[src/hw/rtl/esc_pkg.sv]
// shared types, constants and helpers of the sensor compensation unit
`timescale 1ns / 1ps
package esc_pkg;

  // configuration port
  localparam int CFG_IDX_W  = 3;
  localparam int CFG_DATA_W = 64;
  localparam logic [CFG_IDX_W-1:0] CFG_TEMP      = 3'd0;
  localparam logic [CFG_IDX_W-1:0] CFG_PRESS_LOW = 3'd1;
  localparam logic [CFG_IDX_W-1:0] CFG_PRESS_HI  = 3'd2;
  localparam logic [CFG_IDX_W-1:0] CFG_PRESS_P9  = 3'd3;
  localparam logic [CFG_IDX_W-1:0] CFG_HUM       = 3'd4;

  // raw markers and arithmetic constants
  localparam logic [23:0] RAW24_SKIP = 24'h800000;
  localparam logic [15:0] RAW16_SKIP = 16'h8000;
  localparam logic signed [21:0] TEMP_SKIP_CENTI = -22'sd12700;
  localparam logic [31:0] HUM_OFS     = 32'd76800;
  localparam logic [31:0] HUM_ROUND   = 32'd16384;
  localparam logic [31:0] HUM_Z_OFS   = 32'd32768;
  localparam logic [31:0] HUM_W_OFS   = 32'd2097152;
  localparam logic [31:0] HUM_W_ROUND = 32'd8192;
  localparam logic [31:0] HUM_MAX     = 32'd419430400;
  localparam logic [63:0] PRESS_OFS   = 64'd128000;
  localparam logic [63:0] PRESS_BASE  = 64'd1048576;
  localparam logic [63:0] PRESS_SCALE = 64'd3125;
  localparam logic [63:0] PRESS_ONE47 = 64'h0000_8000_0000_0000;

  // pressure status codes
  localparam logic [1:0] PST_OK   = 2'd0;
  localparam logic [1:0] PST_SKIP = 2'd1;
  localparam logic [1:0] PST_ZDIV = 2'd2;
  localparam logic [1:0] PST_SAT  = 2'd3;

  typedef struct packed {
    logic [23:0] raw_temp;
    logic [23:0] raw_press;
    logic [15:0] raw_hum;
  } in_t;

  typedef struct packed {
    logic signed [21:0] temp_centi;
    logic               temp_status;
    logic [31:0]        press_q24_8;
    logic [1:0]         press_status;
    logic [16:0]        hum_q22_10;
    logic               hum_status;
  } out_t;

  // compensation steps, in issue order
  typedef enum logic [4:0] {
    SP_T1, SP_T2, SP_T3,
    SP_H1, SP_H2, SP_H3, SP_H4, SP_H5, SP_H6, SP_H7, SP_H8,
    SP_P1, SP_P2, SP_P3, SP_P4, SP_P5, SP_P6, SP_P7,
    SP_DIV, SP_P8, SP_P9, SP_P10, SP_PF, SP_DONE
  } step_t;

  typedef enum logic [2:0] {
    ST_IDLE, ST_CHECK, ST_ISSUE, ST_WAIT, ST_WB, ST_FINISH
  } state_t;

  typedef struct packed {
    logic  load;
    logic  go;
    logic  wb;
    logic  out_load;
    step_t step;
  } cmd_t;

  typedef struct packed {
    logic t_skip;
    logic h_skip;
    logic p_skip;
    logic p_zero;
    logic unit_done;
    logic out_busy;
  } status_t;

  function automatic logic [31:0] sra32(input logic [31:0] v, input logic [4:0] s);
    return $unsigned($signed(v) >>> s);
  endfunction

  function automatic logic [63:0] sra64(input logic [63:0] v, input logic [5:0] s);
    return $unsigned($signed(v) >>> s);
  endfunction

  function automatic logic [63:0] sx32(input logic [31:0] v);
    return {{32{v[31]}}, v};
  endfunction

  function automatic logic [63:0] sx16(input logic [15:0] v);
    return {{48{v[15]}}, v};
  endfunction

endpackage

[src/hw/rtl/esc_ctrl.sv]
// compensation sequencer: walks the step list and drives the datapath
`timescale 1ns / 1ps
module esc_ctrl (
  input  logic              clk,
  input  logic              rst,
  input  logic              in_valid,
  output logic              in_ready,
  output esc_pkg::cmd_t     cmd,
  input  esc_pkg::status_t  status
);

  esc_pkg::state_t state, state_next;
  esc_pkg::step_t  step;
  logic            step_skip;

  // steps whose reading was skipped or whose divisor is zero
  always_comb begin
    step_skip = 1'b0;
    if (step <= esc_pkg::SP_T3) begin
      step_skip = status.t_skip;
    end else if (step >= esc_pkg::SP_H1 && step <= esc_pkg::SP_H8) begin
      step_skip = status.h_skip;
    end else if (step >= esc_pkg::SP_P1 && step <= esc_pkg::SP_P6) begin
      step_skip = status.p_skip;
    end else if (step >= esc_pkg::SP_P7 && step <= esc_pkg::SP_PF) begin
      step_skip = status.p_skip || status.p_zero;
    end
  end

  // next state
  always_comb begin
    state_next = state;
    case (state)
      esc_pkg::ST_IDLE: begin
        if (in_valid) state_next = esc_pkg::ST_CHECK;
      end
      esc_pkg::ST_CHECK: begin
        if (step == esc_pkg::SP_DONE) begin
          state_next = esc_pkg::ST_FINISH;
        end else if (step_skip) begin
          state_next = esc_pkg::ST_CHECK;
        end else if (step == esc_pkg::SP_PF) begin
          state_next = esc_pkg::ST_WB;
        end else begin
          state_next = esc_pkg::ST_ISSUE;
        end
      end
      esc_pkg::ST_ISSUE: state_next = esc_pkg::ST_WAIT;
      esc_pkg::ST_WAIT: begin
        if (status.unit_done) state_next = esc_pkg::ST_WB;
      end
      esc_pkg::ST_WB: state_next = esc_pkg::ST_CHECK;
      esc_pkg::ST_FINISH: begin
        if (!status.out_busy) state_next = esc_pkg::ST_IDLE;
      end
      default: state_next = esc_pkg::ST_IDLE;
    endcase
  end

  // outputs
  always_comb begin
    in_ready     = state == esc_pkg::ST_IDLE;
    cmd.load     = (state == esc_pkg::ST_IDLE) && in_valid;
    cmd.go       = state == esc_pkg::ST_ISSUE;
    cmd.wb       = state == esc_pkg::ST_WB;
    cmd.out_load = (state == esc_pkg::ST_FINISH) && !status.out_busy;
    cmd.step     = step;
  end

  // state and step registers
  always_ff @(posedge clk) begin
    if (rst) begin
      state <= esc_pkg::ST_IDLE;
      step  <= esc_pkg::SP_T1;
    end else begin
      state <= state_next;
      if (cmd.load) begin
        step <= esc_pkg::SP_T1;
      end else if (cmd.wb || (state == esc_pkg::ST_CHECK && step_skip
                              && step != esc_pkg::SP_DONE)) begin
        step <= esc_pkg::step_t'(step + 5'd1);
      end
    end
  end

endmodule

[config.mk]
export PLATFORM = sky130hd
export DESIGN_NAME = esc_ctrl
export DESIGN_NICKNAME = d
export VERILOG_FILES = /design/src/hw/rtl/esc_pkg.sv /design/src/hw/rtl/esc_ctrl.sv
export SDC_FILE = /design/constraint.sdc
export NUM_CORES = 1
export LEC_CHECK = 0
export BUFFER_PORTS_ARGS = -buffer_cell sky130_fd_sc_hd__clkbuf_2
export CORE_MARGIN = 2
export CORE_UTILIZATION = 30
export DETAILED_ROUTE_END_ITERATION = 10
export PLACE_DENSITY = 0.59
export SYNTH_ARGS = -nofsm -noshare
export SYNTH_HDL_FRONTEND = slang
export SYNTH_SLANG_ARGS = --single-unit
export TNS_END_PERCENT = 10
[constraint.sdc]
create_clock -name clk -period 2.56 [get_ports clk]
set_clock_uncertainty 0.05 [all_clocks]
set_input_delay 0.384 -clock clk [delete_from_list [all_inputs] [get_ports clk]]
set_output_delay 0.384 -clock clk [all_outputs]
set_load 0.02 [all_outputs]
== Word-level counts from Yosys, hierarchy flattened ==
Index checks and enable logic that the tools add are counted.
Widths: inputs -> output; s select.

* Bits in registers: 8
* Bits in latches: 0
* Memory bits (writable): 0
* Memory bits (read-only): 0
* Bits of input ports: 9
* Output and inout bits: 10
* Word-level logic and storage cells: 45
* Memories kept: 0

* Add/subtract/negate cells: 1
* Multipliers: 0
* Div/mod/pow operators: 0
* $lt $le $gt $ge: 7
* Eq/ne operators: 11
* Shifts and indexed selects: 0
* Muxes and demuxes: 11
* Bitwise logic cells: 0
* Reductions and logical operators: 13

{| class="wikitable"
|+ Operators with widths
! operator !! count
|-
| $mux 3 || 6
|-
| $pmux 3 s6 || 1
|-
| $eq 5x5->1 const B || 2
|-
| $le 5x5->1 const B || 2
|-
| $logic_and 1x1->1 || 7
|-
| $eq 3x2->1 const B || 2
|-
| $eq 3x3->1 const B || 2
|-
| $ne 2x2->1 const B || 3
|-
| $add 5x1->5 const B || 1
|-
| $ge 5x2->1 const B || 1
|-
| $ge 5x4->1 const B || 1
|-
| $ge 5x5->1 const B || 1
|-
| $le 5x2->1 const B || 1
|-
| $le 5x4->1 const B || 1
|-
| $ne 5x5->1 const B || 1
|-
| $mux 1 || 4
|-
| $eq 3x1->1 const B || 1
|-
| $logic_not 3->1 || 1
|-
| $reduce_and 3->1 || 1
|-
| $logic_or 1x1->1 || 2
|-
| $reduce_or 2->1 || 1
|-
| $logic_not 1->1 || 1
|}

== Logic depth before layout (Yosys ltp) ==
Gate-level depths: netlist of run 1.

* Depth in word-level cells: 9
* Mapped depth: 7
* Mapped depth without buffers: 7

== Worst setup path after synthesis of run 1 ==
No wires, ideal clock.

* Kind: reg-to-reg
* Start point: register step[0]
* End point: register step[3]
* Library setup time: 0.070 ns
* Arrival time: 1.989 ns
* Data required time: 2.440 ns
* Setup slack: 0.451 ns
* Stages on the path, launching flop included: 8
* Path buffers: 0
* Clock period less this slack: 2.109 ns
* Path through: dfxtp_1 inv_1 ha_1 o211a_1 nor3_1 a21oi_2 or4_1 a21oi_1

* Longest elaborated chain between the ends: 9
* Elaborated cells between the ends (all ways): 19
* Classes of those cells: 1 x add/sub; 7 x order compare; 1 x eq/ne; 4 x mux; 6 x reduce/logical

{| class="wikitable"
|+ Ends and longest elaborated chain
! item !! line !! source
|-
| start, declared || esc_ctrl.sv:13 || <nowiki>esc_pkg::step_t step;</nowiki>
|-
| start signal, assigned || esc_ctrl.sv:74 || <nowiki>step <= esc_pkg::SP_T1;</nowiki>
|-
| start signal, assigned || esc_ctrl.sv:78 || <nowiki>step <= esc_pkg::SP_T1;</nowiki>
|-
| start signal, assigned || esc_ctrl.sv:81 || <nowiki>step <= esc_pkg::step_t'(step + 5'd1);</nowiki>
|-
| $ge 5x5->1 / $le 5x5->1 (equally long branches) || esc_ctrl.sv:25 || <nowiki>end else if (step >= esc_pkg::SP_P7 && step <= esc_pkg::SP_PF) begin</nowiki>
|-
| $logic_and 1x1->1 || esc_ctrl.sv:25 ||
|-
| $mux 1 || esc_ctrl.sv:25 ||
|-
| $mux 1 || esc_ctrl.sv:23 || <nowiki>end else if (step >= esc_pkg::SP_P1 && step <= esc_pkg::SP_P6) begin</nowiki>
|-
| $mux 1 || esc_ctrl.sv:21 || <nowiki>end else if (step >= esc_pkg::SP_H1 && step <= esc_pkg::SP_H8) begin</nowiki>
|-
| $mux 1 || esc_ctrl.sv:19 || <nowiki>if (step <= esc_pkg::SP_T3) begin</nowiki>
|-
| $logic_and 1x1->1 || esc_ctrl.sv:79 || <nowiki>end else if (cmd.wb || (state == esc_pkg::ST_CHECK && step_skip</nowiki>
|-
| $logic_and 1x1->1 || esc_ctrl.sv:80 || <nowiki>&& step != esc_pkg::SP_DONE)) begin</nowiki>
|-
| $logic_or 1x1->1 || esc_ctrl.sv:79 ||
|}

Several ways; a longest one is shown, not always the timed one.
A chain may end at the register's enable or synchronous reset.

== Final worst setup path of run 1 ==
* Start point: register step[0]
* End point: register step[4]

The elaborated chain is that of the path after synthesis.

==> results of run 1 <==
## state kept, by name (all words and copies together) (netlist names)
signal / cells
state: 3
step: 5
## logic make-up (layout without fill, tap and decap cells)
kind of cell	Yosys count	after routing	share of synthesized area, %
adders and majority gates	2	2	3.91
AOI/OAI and AO/OA	27	27	28.0
buffers and inverters	12	28	9.39
DFF	8	8	25.0
and+or+nand+nor	41	41	33.7
## metal layers
metal | vias to the layer above | share of wire [%] | track usage (%) | wire length, um
met3 | 0 | 6.6 | 6.25 | 106
met1 | 326 | 51 | 18.2 | 827
met4 | 0 | 0 | 2.78 | 0
met5 | - | 0 | 0 | 0
li1 | 373 | - | - | -
met2 | 22 | 42 | 20.6 | 680
## stage by stage
stage	area, sq um	hold slack (ns)	util, %
floorplan	639	0.481	-
global placement	729	0.504	36.8
detailed placement	729	0.514	36.8
CTS	752	0.396	37.9
global route	752	0.456	37.9
finish	752	0.401	37.9
## power breakdown
part	switching, mW	total, mW	leakage (nW)	internal [mW]
Sequential	0.0443	0.184	0.0651	0.140
Combinational	0.0929	0.159	0.202	0.0663
Clock	0.0410	0.0945	0.0138	0.0535
Total	0.178	0.438	0.281	0.260
## critical path, stage by stage (launching register included)
cell and delay (ns):
dfxtp_1 0.45, inv_1 0.09, ha_1 0.22, o211a_1 0.22, nor3_1 0.24, a21oi_2 0.16
or4_1 0.50, a21oi_1 0.14
## worst paths after layout
path                            cells after the start       end  startpoint  slack [ns]
worst max-delay path                                7   step[4]     step[0]        0.42
worst min-delay path                                4  state[1]   status[1]        0.40
worst max register to register                      7   step[4]     step[0]        0.42
worst min register to register                      2   step[4]     step[4]        0.53
## layout by cell type, fill, tap and decap left out, types with 2 or more instances in the layout
master	count
a21oi_1	7
clkbuf_2	18
clkbuf_4	3
dfxtp_1	8
ha_1	2
inv_1	6
nand2_1	7
nand2b_1	3
nand3_1	5
nor2_1	9
nor3_1	5
nor4_1	3
o211a_1	2
o21ai_0	6
o31ai_1	3
or3_1	2
or4_1	3
## area by class of cell
type | instances | share of cell area, %
multi-input cells | 70 | 55.7
flip-flops and latches | 8 | 21.3
repair buffers | 18 | 12.0
well taps | 27 | 4.49
inverters | 7 | 3.49
clock buffers | 3 | 3.00
==> impl_metrics.tcl, run 1 <==
set metrics [dict create \
    slew-limit-headroom_pct 57.9 \
    synth.most_common_cell "nor2_1" \
    hpwlAfterDp_um 1190 \
    finalCritPeriodShare_pct 83.6 \
    fmax_ghz 0.467 \
    hold_violations 0 \
    multi_input_area_sq_um 419 \
    ctsHoldBuffers 0 \
    synth_area_per_cell_sq_um 7.10 \
    clock_latency_ns 0.25 \
    async_flop_share_pct 0 \
    layout.area.seq_sq_um 160 \
    fin_nets 119 \
    synth_area_leader_cell "dfxtp_1" \
    overflow 0 \
    status "completed" \
    diodes 0 \
    fill_cells 226 \
    dp.cells 130 \
    crit_required_ns 2.70 \
    drt_iter0_markers 11 \
    grt_max_degree 23 \
    routedWlPerCell_um 12.1 \
    seq_area_frac_synth_pct 25.0 \
    clock-sinks 8 \
    dieArea_sq_um 2520 \
    clock_path_buffers 2 \
    rows 16 \
    ant_nets 0 \
    finalPower_mw 0.438 \
    fin_cells 133 \
    root_buffer "clkbuf_4" \
    die_w_um 50.2 \
    dp_slack_ns 0.438 \
    num_vias 721 \
    synth_edf_count 0 \
    yosysTopAreaCellShare_pct 25.0 \
    criticalPathCategory "reg2reg" \
    area_growth_syn_to_layout_pct 17.6 \
    ys_ff_latch 8 \
    synthTopCellsByCount "nor2_1 (9), dfxtp_1 (8), a21oi_1 (7), nand2_1 (7)" \
    core-area_sq_um 1980 \
    synth_cells 90 \
    hold_class "in2reg" \
    grt.total_usage_pct 13.8 \
    setup_viol 0 \
    grt_pass1_wl_um 2620 \
    max_cap_violations 0 \
    yosysWarnings 0 \
    cts_tree "built" \
    cts_htree_levels 1 \
    worst_pin_slew_ns 0.630 \
    grt_pass1_vias 580 \
    clk_pin_slew_ns 0.06 \
    drv_slew 0 \
    startpoint_type "flip-flop" \
    arrival_ns 2.28 \
    drt_first_pass_iters 4 \
    postCtsResizedCells 0 \
    viasPerCell 5.42 \
    drc 0 \
    ys.flop_type "dfxtp_1" \
    start_util_pct 32.3 \
    p_per_area_nw_per_um2 582 \
    leakage_nw 0.281 \
    ir_worst_vdd_mv 0.233 \
    ys_types 31 \
    worst_slack_ns 0.419 \
    ios 19 \
    wl_um 1610 \
    netlist_area_sq_um 639 \
    fin_crit_ns 2.14 \
    postCtsSetupRepairBufs 0 \
    drive_gt1_share_pct 21.7 \
    crit_fanout 10 \
    numCtsBuffers 3 \
    antenna_found_initial 0 \
    fp.dieH_um 50.2 \
    yosys-top-cells-area "dfxtp_1 (25%), a21oi_1 (5.5%), nor2_1 (5.3%)" \
    syn-num-nets 101 \
    fin_setup_tns_ns 0 \
    cp-end-kind "flip-flop" \
    io_buffers 18 \
    gp_congestion 0.833 \
    rsz0062_at_grt "false" \
]
Power figures use the tool's default switching activity.
==> run 2: changes to the inputs <==
--- a/config.mk
+++ b/config.mk
@@ -5,6 +5,7 @@
 export SDC_FILE = /design/constraint.sdc
 export NUM_CORES = 1
 export LEC_CHECK = 0
+export ABC_AREA = 1
 export BUFFER_PORTS_ARGS = -buffer_cell sky130_fd_sc_hd__clkbuf_2
 export CORE_MARGIN = 2
 export CORE_UTILIZATION = 30
==> constraint.sdc (replaced) <==
create_clock -name clk -period 2.1 [get_ports clk]
set_clock_uncertainty 0.05 [all_clocks]
set_input_delay 0.315 -clock clk [delete_from_list [all_inputs] [get_ports clk]]
set_output_delay 0.315 -clock clk [all_outputs]
set_load 0.02 [all_outputs]
==> run 2 against run 1 <==
  * Wire length is 5.3% lower
  * Area after synthesis up 10%
  * Design area increased by 10%
  * Global-route usage down 1.0 points
  * Sequential power is 7% lower
  * Clock power rose by 23%
  * Core utilization is 0.50 points lower
  * Count of clock-buffer cells in the layout unchanged
  * First-iteration DRC count is 9.1% higher
  * Non-clock buffer count is the same
  * Largest power group unchanged
  * Highest routed layer is now met4
==> impl_metrics.tcl, run 2 <==
set metrics [dict create \
    yosysTopAreaCellShare_pct 22.7 \
    synthTopCellsByCount "nand2_1 (30), inv_1 (19), nor2_1 (10)" \
    seq_area_frac_synth_pct 22.7 \
    root_buffer "clkbuf_4" \
    crit_fanout 9 \
    final_area_sq_um 828 \
    clock_latency_ns 0.25 \
    p_per_area_nw_per_um2 490 \
    ios 19 \
    drt_first_pass_iters 4 \
    fin_crit_ns 1.79 \
    slew-limit-headroom_pct 73.3 \
    diodes 0 \
    netlist_area_sq_um 704 \
    rsz0062_at_grt "false" \
    wl_met3_um 45 \
    grt_max_degree 12 \
    cp-end-kind "flip-flop" \
    cpPeakStageDelay_ns 0.41 \
    worst_slack_ns 0.311 \
    viasPerCell 4.44 \
    criticalPathCategory "reg2reg" \
    fp.dieH_um 52.5 \
    final_cell_mix "nand2_1 (30), inv_1 (19), clkbuf_2 (18)" \
    wl_um 1530 \
    dp_slack_ns 0.307 \
    layout.area.seq_sq_um 160 \
    antenna_found_initial 0 \
    hold_class "in2reg" \
    ctsHoldBuffers 0 \
    drive_gt1_share_pct 24.4 \
    multi_input_area_sq_um 434 \
    dpl_cell_area_sq_um 806 \
    syn-num-nets 128 \
    fmax_ghz 0.559 \
    dp.cells 160 \
    ir_worst_vdd_mv 0.421 \
    routedWlPerCell_um 9.37 \
    clock_path_buffers 2 \
    largest_reg_flops 5 \
    synth_cells 117 \
    start_util_pct 31.8 \
    synth_area_per_cell_sq_um 6.02 \
    synth.most_common_cell "nand2_1" \
    io_buffers 18 \
    startpoint_type "flip-flop" \
    area_growth_syn_to_layout_pct 17.6 \
    drt_iter0_markers 12 \
    die_w_um 52.5 \
    clk_pin_slew_ns 0.06 \
    num_vias 723 \
    postCtsResizedCells 0 \
    hold_violations 0 \
    drc 0 \
    setup_viol 0 \
    fin_cells 163 \
    largest_register "step" \
    postCtsSetupRepairBufs 0 \
    cpMostUsedCell "nand2_4" \
    overflow 0 \
    final_common_cell "nand2_1" \
    core-area_sq_um 2210 \
    cts_tree "built" \
    max_cap_violations 0 \
    yosysWarnings 0 \
    drv_slew 0 \
    hpwlAfterDp_um 1250 \
    grt_pass1_wl_um 2680 \
    status "completed" \
    worst_pin_slew_ns 0.398 \
    grt.total_usage_pct 12.8 \
    synth_area_leader_cell "dfxtp_1" \
    yosys-top-cells-area "dfxtp_1 (23%), nand2_1 (16%), inv_1 (10%)" \
    fill_cells 255 \
    leakage_nw 0.461 \
    grt_pass1_vias 677 \
    clock-sinks 8 \
    synth_edf_count 0 \
    arrival_ns 1.88 \
    finalCritPeriodShare_pct 85.2 \
    crit_path_top_delay_cell "dfxtp_1" \
    async_flop_share_pct 0 \
    cp_cell_sequence "inv_1, ha_1, inv_1, nand2_1, nand3_1, nand2_1, nor2_2, nand2_4, nand2_4, nand2_4, nand2_4, nand3_1, nand2_1, nor2_1" \
    wl_met2_um 677 \
    numCtsBuffers 3 \
    ant_nets 0 \
    wl_met1_um 793 \
    hold_slack_ns 0.205 \
    fin_nets 148 \
    ys_types 23 \
    fin_setup_tns_ns 0 \
    gp_congestion 0.824 \
    top_layer_used "met4" \
    cts_htree_levels 1 \
    crit_required_ns 2.19 \
    ys.flop_type "dfxtp_1" \
    reg_top3 "step: 5 flops, state: 3 flops" \
    dieArea_sq_um 2750 \
    ys_ff_latch 8 \
    rows 17 \
    r2r_slack_ns 0.31 \
]
-- run 2: changes by cell type after synthesis, sizes merged, moves of 3 or more --
cell / previous run / this run
clkbuf: 3 / 0
nand2: 7 / 34
nand3: 5 / 8
nand4: 0 / 3
nand2b: 3 / 0
nor2: 9 / 12
o31ai: 3 / 0
or4: 3 / 0
inv: 6 / 23
-- run 2: worst max-delay path: cells and delay by family, from the launching register on --
| family | cells | cell delay [ns] |
|---|---|---|
| flip-flops | 1 | 0.41 |
| AND/OR/NAND/NOR | 11 | 0.86 |
| adder cells (fa/ha/maj) | 1 | 0.21 |
| buffers and inverters | 2 | 0.16 |
-- run 2: path summary, 6_finish.rpt --
path                            startpoint        to  depth (start not counted)
worst max-delay path               step[0]   step[3]                         14
worst min-delay path                   rst  state[2]                          2
worst max register to register     step[0]   step[3]                         14
worst min register to register     step[0]   step[0]                          1
-- run 2: power breakdown --
group,internal (mW),switching (mW),total [mW]
sequential,0.160,0.0122,0.172
clock,0.0653,0.0508,0.116
combinational,0.0423,0.0750,0.117
total,0.268,0.138,0.406
-- run 2: cells by family after synthesis --
family	synth area share (%)
XOR/XNOR	1.24
flip-flops	22.7
AO/OA/AOI/OAI	9.77
adder cells (fa/ha/maj)	3.55
AND/OR/NAND/NOR	47.1
buffers and inverters	15.6
-- run 2: routing by layer --
metal | track usage (%) | vias to the layer above
met3 | 2.00 | 2
li1 | - | 400
met5 | 0 | -
met4 | 5.13 | 0
met1 | 17.2 | 308
met2 | 20.2 | 13
-- run 2: area by class of cell --
cell class | count | share of cell area, %
multi-input cells | 83 | 52.4
flip-flops and latches | 8 | 19.3
repair buffers | 18 | 10.9
inverters | 23 | 10.4
well taps | 28 | 4.23
clock buffers | 3 | 2.72
-- run 2: through the flow --
step	util, %	power, mW
floorplan	-	0.260
global placement	36.4	0.292
detailed placement	36.4	0.293
CTS	37.4	0.411
global route	37.4	0.435
finish	37.4	0.406
